[src/hdl/ispl_pkg.sv]
// ----------------------------------------------------------------------------
// ispl_pkg: shared types and constants of the interval slot planner
// Word layouts for the item and result channels, function and status codes,
// and the configuration register map.
// ----------------------------------------------------------------------------
package ispl_pkg;

  localparam int unsigned StepW   = 16;
  localparam int unsigned SizeW   = 32;
  localparam int unsigned IdW     = 16;
  localparam int unsigned OffW    = 40;
  localparam int unsigned SlotIdW = 5;

  // configuration
  localparam int unsigned       PaddrW     = 3;
  localparam int unsigned       PdataW     = 32;
  localparam int unsigned       AlignW     = 4;
  localparam logic [AlignW-1:0] AlignReset = 4'd6;
  localparam logic [AlignW-1:0] AlignMax   = 4'd12;

  typedef enum logic {
    RegAlign = 1'b0
  } reg_idx_e;

  typedef enum logic {
    FuncPlace  = 1'b0,
    FuncFinish = 1'b1
  } func_e;

  typedef enum logic [1:0] {
    StatusOk       = 2'd0,
    StatusFull     = 2'd1,
    StatusOverflow = 2'd2
  } status_e;

  typedef struct packed {
    logic [0:0]       func;
    logic [StepW-1:0] start_step;
    logic [StepW-1:0] end_step;
    logic [SizeW-1:0] byte_count;
    logic [IdW-1:0]   value_id;
  } in_word_t;

  typedef struct packed {
    logic [1:0]         status;
    logic [IdW-1:0]     echo_value_id;
    logic [SlotIdW-1:0] slot_index;
    logic [0:0]         opened_slot;
    logic [0:0]         slot_valid;
    logic [OffW-1:0]    slot_offset;
    logic [SizeW-1:0]   slot_capacity;
    logic [OffW-1:0]    total_bytes;
    logic [0:0]         last;
  } out_word_t;

endpackage

[src/hdl/ispl_stream_if.sv]
// ----------------------------------------------------------------------------
// ispl_stream_if: valid/ready channel
// Carries one word per handshake; source drives valid and data, sink ready.
// ----------------------------------------------------------------------------
interface ispl_stream_if #(
  parameter type T = logic
) ();
  logic valid;
  logic ready;
  T     data;

  modport source (output valid, output data, input ready);
  modport sink   (input valid, input data, output ready);
endinterface

[src/hdl/interval_slot_planner_core.sv]
// ----------------------------------------------------------------------------
// interval_slot_planner_core: greedy buffer slot planner
// Assigns buffer lifetimes to reusable slots and emits the slot layout.
// ----------------------------------------------------------------------------
// One item is handled at a time; in_i.ready is high only while the block is
// idle. A place word scans the n slots in use through the single read port of
// the slot RAM, one slot per cycle, then loads its result word once the
// output register is free, and the block returns to idle as that word is
// loaded. A finish word handles each slot as a RAM read, then an offset
// add, and gives one result word per slot, or a single word when the table
// is empty. The result sits in an output register, so a waiting result does
// not hold back the sequencer until the next one is due.
// Slot offsets are aligned to 2^alignment_log2 bytes (values above 12 act as
// 12). With at most 32 slots of 32-bit capacity the total stays far below
// 2^40, so finish results always carry status ok.
module interval_slot_planner_core #(
  parameter int unsigned MAX_SLOTS = 32
) (
  input  logic                         clk_i,
  input  logic                         rst_ni,
  input  logic                         psel,
  input  logic                         penable,
  input  logic                         pwrite,
  input  logic [ispl_pkg::PaddrW-1:0]  paddr,
  input  logic [ispl_pkg::PdataW-1:0]  pwdata,
  output logic [ispl_pkg::PdataW-1:0]  prdata,
  output logic                         pready,
  ispl_stream_if.sink                  in_i,
  ispl_stream_if.source                out_o
);

  localparam int unsigned IdxW  = (MAX_SLOTS > 1) ? $clog2(MAX_SLOTS) : 1;
  localparam int unsigned CntW  = $clog2(MAX_SLOTS + 1);
  localparam int unsigned StepW = ispl_pkg::StepW;
  localparam int unsigned SizeW = ispl_pkg::SizeW;
  localparam int unsigned OffW  = ispl_pkg::OffW;
  localparam int unsigned RamW  = StepW + SizeW;

  typedef enum logic [5:0] {
    StIdle  = 6'b000001,
    StScan  = 6'b000010,
    StPlace = 6'b000100,
    StFrd   = 6'b001000,
    StFemit = 6'b010000,
    StEmpty = 6'b100000
  } state_e;

  // --------------------------------------------------------------------------
  // configuration
  // --------------------------------------------------------------------------
  logic [ispl_pkg::AlignW-1:0] align_q;
  logic                        reg_hit;
  logic [ispl_pkg::AlignW-1:0] align_lg;

  assign pready  = 1'b1;
  assign reg_hit = (paddr[2] == ispl_pkg::RegAlign);
  assign prdata  = reg_hit ? ispl_pkg::PdataW'(align_q) : '0;
  assign align_lg = (align_q > ispl_pkg::AlignMax) ? ispl_pkg::AlignMax : align_q;

  always_ff @(posedge clk_i or negedge rst_ni) begin
    if (!rst_ni) begin
      align_q <= ispl_pkg::AlignReset;
    end else if (psel && penable && pwrite && pready && reg_hit) begin
      align_q <= pwdata[ispl_pkg::AlignW-1:0];
    end
  end

  // --------------------------------------------------------------------------
  // slot RAM: {busy_until, capacity}
  // --------------------------------------------------------------------------
  logic            ram_we;
  logic [IdxW-1:0] ram_waddr;
  logic [RamW-1:0] ram_wdata;
  logic [RamW-1:0] ram_rdata;
  logic [StepW-1:0] rd_busy;
  logic [SizeW-1:0] rd_cap;

  // control
  state_e          state_q, state_d;
  logic [CntW-1:0] n_q, n_d;
  logic [CntW-1:0] ptr_q, ptr_d;
  logic            pv_q, pv_d;
  logic            found_q, found_d;
  logic            out_valid_q, out_valid_d;

  // payload
  ispl_pkg::in_word_t  item_q;
  ispl_pkg::out_word_t out_q, out_d;
  logic                out_load;
  logic [IdxW-1:0]     pidx_q, pidx_d;
  logic [IdxW-1:0]     sel_q, sel_d;
  logic [SizeW-1:0]    best_q, best_d;
  logic [SizeW-1:0]    bcap_q, bcap_d;
  logic [OffW-1:0]     total_q, total_d;
  logic [OffW-1:0]     off_q, off_d;

  logic             accept;
  logic             out_free;
  logic [SizeW-1:0] growth;
  logic [SizeW-1:0] new_cap;
  logic [OffW-1:0]  align_mask;
  logic [OffW-1:0]  slot_end;

  ispl_ram #(
    .Width (RamW),
    .Depth (MAX_SLOTS)
  ) u_slot_ram (
    .clk_i   (clk_i),
    .we_i    (ram_we),
    .waddr_i (ram_waddr),
    .wdata_i (ram_wdata),
    .raddr_i (ptr_q[IdxW-1:0]),
    .rdata_o (ram_rdata)
  );

  assign rd_busy = ram_rdata[RamW-1:SizeW];
  assign rd_cap  = ram_rdata[SizeW-1:0];

  assign in_i.ready  = (state_q == StIdle);
  assign accept      = in_i.valid && in_i.ready;
  assign out_free    = !out_valid_q || out_o.ready;
  assign out_o.valid = out_valid_q;
  assign out_o.data  = out_q;

  assign growth     = (item_q.byte_count > rd_cap) ? item_q.byte_count - rd_cap : '0;
  assign new_cap    = (item_q.byte_count > bcap_q) ? item_q.byte_count : bcap_q;
  assign align_mask = (OffW'(1) << align_lg) - OffW'(1);
  assign slot_end   = off_q + OffW'(rd_cap);

  always_comb begin
    state_d     = state_q;
    n_d         = n_q;
    ptr_d       = ptr_q;
    pv_d        = pv_q;
    found_d     = found_q;
    pidx_d      = pidx_q;
    sel_d       = sel_q;
    best_d      = best_q;
    bcap_d      = bcap_q;
    total_d     = total_q;
    off_d       = off_q;
    out_d       = out_q;
    out_load    = 1'b0;
    ram_we      = 1'b0;
    ram_waddr   = sel_q;
    ram_wdata   = {item_q.end_step, new_cap};

    unique case (state_q)
      StIdle: begin
        if (accept) begin
          ptr_d   = '0;
          pv_d    = 1'b0;
          found_d = 1'b0;
          total_d = '0;
          if (in_i.data.func == ispl_pkg::FuncPlace) begin
            state_d = StScan;
          end else if (n_q == '0) begin
            state_d = StEmpty;
          end else begin
            state_d = StFrd;
          end
        end
      end

      // one RAM read issued per cycle, the previous one evaluated
      StScan: begin
        if (pv_q && (rd_busy < item_q.start_step) && (!found_q || growth < best_q)) begin
          found_d = 1'b1;
          sel_d   = pidx_q;
          best_d  = growth;
          bcap_d  = rd_cap;
        end
        if (ptr_q < n_q) begin
          pv_d   = 1'b1;
          pidx_d = ptr_q[IdxW-1:0];
          ptr_d  = ptr_q + CntW'(1);
        end else begin
          pv_d = 1'b0;
          if (!pv_q) begin
            state_d = StPlace;
          end
        end
      end

      StPlace: begin
        if (out_free) begin
          out_load            = 1'b1;
          state_d             = StIdle;
          out_d               = '0;
          out_d.echo_value_id = item_q.value_id;
          out_d.last          = 1'b1;
          if (found_q) begin
            ram_we              = 1'b1;
            out_d.status        = ispl_pkg::StatusOk;
            out_d.slot_index    = ispl_pkg::SlotIdW'(sel_q);
            out_d.slot_valid    = 1'b1;
            out_d.slot_capacity = new_cap;
          end else if (n_q == CntW'(MAX_SLOTS)) begin
            out_d.status = ispl_pkg::StatusFull;
          end else begin
            ram_we              = 1'b1;
            ram_waddr           = n_q[IdxW-1:0];
            ram_wdata           = {item_q.end_step, item_q.byte_count};
            n_d                 = n_q + CntW'(1);
            out_d.status        = ispl_pkg::StatusOk;
            out_d.slot_index    = ispl_pkg::SlotIdW'(n_q);
            out_d.opened_slot   = 1'b1;
            out_d.slot_valid    = 1'b1;
            out_d.slot_capacity = item_q.byte_count;
          end
        end
      end

      // read slot ptr, round running total up to the alignment
      StFrd: begin
        off_d   = (total_q + align_mask) & ~align_mask;
        state_d = StFemit;
      end

      StFemit: begin
        if (out_free) begin
          out_load            = 1'b1;
          out_d               = '0;
          out_d.status        = ispl_pkg::StatusOk;
          out_d.slot_index    = ispl_pkg::SlotIdW'(ptr_q);
          out_d.slot_valid    = 1'b1;
          out_d.slot_offset   = off_q;
          out_d.slot_capacity = rd_cap;
          total_d             = slot_end;
          ptr_d               = ptr_q + CntW'(1);
          if (ptr_d == n_q) begin
            out_d.total_bytes = slot_end;
            out_d.last        = 1'b1;
            n_d               = '0;
            state_d           = StIdle;
          end else begin
            state_d = StFrd;
          end
        end
      end

      StEmpty: begin
        if (out_free) begin
          out_load     = 1'b1;
          out_d        = '0;
          out_d.status = ispl_pkg::StatusOk;
          out_d.last   = 1'b1;
          state_d      = StIdle;
        end
      end

      default: begin
        state_d = StIdle;
      end
    endcase

    if (out_load) begin
      out_valid_d = 1'b1;
    end else if (out_o.ready) begin
      out_valid_d = 1'b0;
    end else begin
      out_valid_d = out_valid_q;
    end
  end

  always_ff @(posedge clk_i or negedge rst_ni) begin
    if (!rst_ni) begin
      state_q     <= StIdle;
      n_q         <= '0;
      ptr_q       <= '0;
      pv_q        <= 1'b0;
      found_q     <= 1'b0;
      out_valid_q <= 1'b0;
    end else begin
      state_q     <= state_d;
      n_q         <= n_d;
      ptr_q       <= ptr_d;
      pv_q        <= pv_d;
      found_q     <= found_d;
      out_valid_q <= out_valid_d;
    end
  end

  always_ff @(posedge clk_i) begin
    if (accept) begin
      item_q <= in_i.data;
    end
    pidx_q  <= pidx_d;
    sel_q   <= sel_d;
    best_q  <= best_d;
    bcap_q  <= bcap_d;
    total_q <= total_d;
    off_q   <= off_d;
    out_q   <= out_d;
  end

endmodule

[src/hdl/ispl_ram.sv]
// ----------------------------------------------------------------------------
// ispl_ram: generic single-write, single-read RAM
// One write port, one read port with registered read data. No reset.
// ----------------------------------------------------------------------------
module ispl_ram #(
  parameter int unsigned Width = 48,
  parameter int unsigned Depth = 32
) (
  input  logic                                      clk_i,
  input  logic                                      we_i,
  input  logic [(Depth > 1 ? $clog2(Depth) : 1)-1:0] waddr_i,
  input  logic [Width-1:0]                          wdata_i,
  input  logic [(Depth > 1 ? $clog2(Depth) : 1)-1:0] raddr_i,
  output logic [Width-1:0]                          rdata_o
);

  logic [Width-1:0] mem_q [Depth];
  logic [Width-1:0] rdata_q;

  always_ff @(posedge clk_i) begin
    if (we_i) begin
      mem_q[waddr_i] <= wdata_i;
    end
    rdata_q <= mem_q[raddr_i];
  end

  assign rdata_o = rdata_q;

endmodule

[src/flat_wrapper.sv]
// flat-port wrapper written by rule: the top's interface ports become plain ports
module interval_slot_planner_core_flat 
#(
  parameter int unsigned MAX_SLOTS = 32
)
  (clk_i, rst_ni, psel, penable, pwrite, paddr, pwdata, prdata, pready, in_i_valid, in_i_data, in_i_ready, out_o_valid, out_o_data, out_o_ready);
  ispl_stream_if #(.T(ispl_pkg::in_word_t)) in_i_i ();
  ispl_stream_if #(.T(ispl_pkg::out_word_t)) out_o_i ();
  input  logic clk_i;
  input  logic rst_ni;
  input  logic psel;
  input  logic penable;
  input  logic pwrite;
  input  logic [ispl_pkg::PaddrW-1:0] paddr;
  input  logic [ispl_pkg::PdataW-1:0] pwdata;
  output logic [ispl_pkg::PdataW-1:0] prdata;
  output logic pready;
  input wire logic [$bits(in_i_i.valid)-1:0] in_i_valid;
  input wire logic [$bits(in_i_i.data)-1:0] in_i_data;
  output wire logic [$bits(in_i_i.ready)-1:0] in_i_ready;
  output wire logic [$bits(out_o_i.valid)-1:0] out_o_valid;
  output wire logic [$bits(out_o_i.data)-1:0] out_o_data;
  input wire logic [$bits(out_o_i.ready)-1:0] out_o_ready;
  assign in_i_i.valid = in_i_valid;
  assign in_i_i.data = in_i_data;
  assign in_i_ready = in_i_i.ready;
  assign out_o_valid = out_o_i.valid;
  assign out_o_data = out_o_i.data;
  assign out_o_i.ready = out_o_ready;
  interval_slot_planner_core #(.MAX_SLOTS(MAX_SLOTS)) u_core (.clk_i(clk_i), .rst_ni(rst_ni), .psel(psel), .penable(penable), .pwrite(pwrite), .paddr(paddr), .pwdata(pwdata), .prdata(prdata), .pready(pready), .in_i(in_i_i), .out_o(out_o_i));
endmodule
[config.mk]
export PLATFORM = sky130hd
export DESIGN_NAME = interval_slot_planner_core_flat
export DESIGN_NICKNAME = d
export VERILOG_FILES = /design/src/hdl/ispl_pkg.sv /design/src/hdl/ispl_stream_if.sv /design/src/hdl/interval_slot_planner_core.sv /design/src/hdl/ispl_ram.sv /design/src/flat_wrapper.sv
export SDC_FILE = /design/constraint.sdc
export NUM_CORES = 2
export LEC_CHECK = 0
export BUFFER_PORTS_ARGS = -buffer_cell sky130_fd_sc_hd__buf_2
export CAP_MARGIN = 20
export CORE_MARGIN = 2
export CORE_UTILIZATION = 30
export DETAILED_ROUTE_END_ITERATION = 8
export PLACE_DENSITY = 0.49
export SETUP_SLACK_MARGIN = 0.1
export SLEW_MARGIN = 0
export SYNTH_ARGS = -nofsm -noshare
export SYNTH_HDL_FRONTEND = slang
export SYNTH_SLANG_ARGS = --single-unit
[constraint.sdc]
create_clock -name clk_i -period 24.7 [get_ports clk_i]
set_clock_uncertainty 0.15 [all_clocks]
set_input_delay 1.235 -clock clk_i [delete_from_list [all_inputs] [get_ports clk_i]]
set_output_delay 1.235 -clock clk_i [all_outputs]
set_load 0.005 [all_outputs]
==> flow_summary.ini <==
[detailed_routing]
wire_per_inst_um = 26.1
vias = 41758
wl_mm = 219
drtAntennaViolNets = 0
viasPerCell = 4.97
dr.pass1.iters = 6
drc = 0
dr.first_iter.drc_count = 4104

[clocking]
clk_latency_ns = 0.88
cts_setup_buffers = 0
cts_buffers = 215
h-tree-depth = 4
cts_sinks = 1980
cts_max_path_buffers = 4
cts_resized = 0
clockRootBuffer = clkbuf_16
hold_buffers = 0
clk_pin_slew_worst_paths_ns = 0.06
tritoncts = built

[global_routing]
use_met1_pct = 22.6
grt_max_degree = 86
grt_busiest_layer = met2
grt.met3_usage_pct = 2.40
grt_pass1_wl_mm = 314
grt_pass1_vias = 42445
grt_overflow = 0
met2_usage_pct = 24.8
grt_usage_pct = 15.6
antenna_found_initial = 16

[min_path]
hold_depth = 0
hold_class = register to register

[power]
swShare_pct = 26.9
p_leak_nw = 31.0
p_int_mw = 6.65
p_switching_mw = 2.45
powerDensity_nw_per_um2 = 96.3
share_seq_of_total_power_pct = 46.7
comb_power_share_pct = 17.6
total_power_mw = 9.10
p_clk_share_pct = 35.6
ir_worst_vdd_uv = 59.5

[floorplan]
core_um2 = 271000
pin_count = 296
dieArea_um2 = 276000
num_rows = 191
start_util_pct = 30.1
die_y_um = 525
die_w_um = 525

[final_layout]
design_area_um2 = 94500
area_delta_synth_final_pct = 16.0
drive_above_1_share_pct = 26.2
nets = 4967

[critical_path]
cp-start-kind = register
cp.arrival_ns = 7.83
rr_worst_depth = 22
ff2ff_setup_slack_ns = 17.16
worstSetupPathType = register to register
crit_fanout = 49
critPathRequiredTime_ns = 24.99
critical-path-slowest-cell = a2111oi_0
worst_setup_path_end_kind = register
crit_chain = inv_1, ha_1, inv_1, fa_1, a21o_1, a21oi_1, o211ai_1, a31oi_1, buf_4, o31ai_1, a311oi_1, a31o_2, a2111oi_0, ha_1, nand4_1, nor3_1, nor4_1, o21a_1, o21ai_0, a221oi_1, a21boi_4, buf_4
critical-path-max-stage-delay_ns = 0.80

[synth]
ys_warn_count = 0
synthCells = 4265
synthArstFlopShare_pct = 1.26
synth_edf_count = 1907
synth-main-ff-cell = edfxtp_1
avgSynthCellArea_um2 = 19.1
seq_area_frac_synth_pct = 72.2
yosysUniqueCellTypes = 76
syn_area_um2 = 81500
synth_seq_cells = 1980

[sta]
fmax_mhz = 133
fin_crit_sh_pct = 30.5
tns_ns = 0
final-setup-viol-count = 0
tightest_slew_ns = 1.29
report.final.slew_viol_count = 0
hold_violations = 0
rsz0062_at_grt = no
min_period_ns = 7.54
relSlewSlack_pct = 13.0

[place]
finalWeightedCongestion = 0.834
io_buffers = 235
placed_cell_area_um2 = 87400
dp_hpwl_mm = 128

[flow_run]
max-cap-violations = 0

[status]
run_status = finished, final reports clean
flip-flops by register name (all words and copies together) (netlist names):
signal and flops:
u_core.best_q 32, u_core.out_o.data 137, u_core.align_q 4, u_core.out_o.valid 1
u_core.found_q 1, u_core.pidx_q 5, u_core.total_q 40, u_core.bcap_q 32
u_core.ptr_q 6, u_core.off_q 40, u_core.sel_q 5, u_core.pv_q 1
u_core.u_slot_ram.rdata_o 48, u_core.item_q 80, u_core.u_slot_ram.mem_q 1536, u_core.state_q 6
u_core.n_q 6
per-stage QoR:
step | cells | hold WS [ns] | setup WS (ns) | utilization (%)
finish | 8400 | 0.267 | 17.16 | 34.9
global route | 8398 | 0.288 | 16.66 | 34.9
floorplan | 4310 | 0.250 | 14.51 | -
detailed placement | 8006 | 0.259 | 16.95 | 32.3
CTS | 8396 | 0.256 | 16.93 | 34.9
global placement | 8004 | 0.251 | 16.43 | 32.3
cells by family (layout without fill, tap and decap cells):
logic type                 after synthesis  in the layout  share of synthesized area, %
AOI/OAI and AO/OA                      458            458                          3.80
buffers and inverters                  354            870                          1.77
and+or+nand+nor                        621            621                          3.76
adders and majority gates              191            191                          2.96
other                                    2             51                       0.00922
DFF                                   1980           1980                          72.2
xor gates and xnor gates                90             90                         0.967
muxes                                  569            569                          14.5
synth_stat cells, drive strengths merged (27+ instances only):
cell type	number	area (µm²)
a21o	68	510
a21oi	124	624
a221o	35	350
and2	63	394
and3	28	175
buf	79	410
clkbuf	114	428
dfxtp	48	961
edfxtp	1907	57300
ha	188	2350
inv	161	604
mux2	85	957
mux4	480	10800
nand2	97	364
nand3	27	135
nand4	28	175
nor2	214	803
nor2b	42	263
nor3	47	235
o21ai	76	380
xnor2	56	490
xor2	34	298
critical path: cells and delay by family (launching register included):
family,cells,cell delay [ns]
AND/OR/NAND/NOR,3,0.35
flip-flops,1,0.38
adder cells (fa/ha/maj),3,0.77
buffers and inverters,4,1.06
AO/OA/AOI/OAI,12,4.39
cells in the final DEF, fill, tap and decap left out, drive strengths merged, types with 22 or more instances in the layout:
master / count
xnor2: 56
clkbuf: 277
o21a: 26
edfxtp: 1907
and3: 28
nand4: 28
xor2: 34
bufinv: 25
a21o: 68
nor2b: 42
dfrtp: 22
o21ai: 76
dfxtp: 48
nor3: 47
mux4: 480
a21oi: 124
and2: 63
a221o: 35
buf: 319
mux2: 85
ha: 188
conb: 47
clkinv: 80
inv: 164
nor2: 214
nand3: 27
nand2: 97
routing by layer:
layer | vias up | wire length [µm]
li1 | 18015 | -
met1 | 22302 | 102000
met2 | 1186 | 102000
met3 | 253 | 10900
met4 | 2 | 3910
met5 | - | 11
cell type report:
cell class                 count  area [µm²]
fill                       25412      176000
sequential                  1980       58900
multi-input combinational   1976       21700
clock buffer                 277        5840
tap                         3570        4470
timing repair buffer         319        1820
clock inverter               113        1220
inverter                     161         614
antenna                        4        10.0
worst paths after layout:
kind                                   start                 to
max in group asynchronous             rst_ni    u_core.ptr_q[0]
min in group asynchronous             rst_ni  u_core.align_q[0]
max reg2reg                u_core.item_q[16]  u_core.bcap_q[30]
min                         u_core.pidx_q[3]    u_core.sel_q[3]
max                        u_core.item_q[16]  u_core.bcap_q[30]
min reg2reg                 u_core.pidx_q[3]    u_core.sel_q[3]
power by group through the flow:
| stage | Clock, mW | Sequential (mW) | Combinational [mW] |
|---|---|---|---|
| after floorplan | 0 | 4.25 | 1.14 |
| after global placement | 0 | 4.31 | 1.60 |
| after detailed placement | 0 | 4.32 | 1.61 |
| after CTS | 3.33 | 4.25 | 1.62 |
| after global routing | 3.45 | 4.27 | 1.77 |
| final | 3.24 | 4.25 | 1.61 |
(Power assumes the default switching activity.)
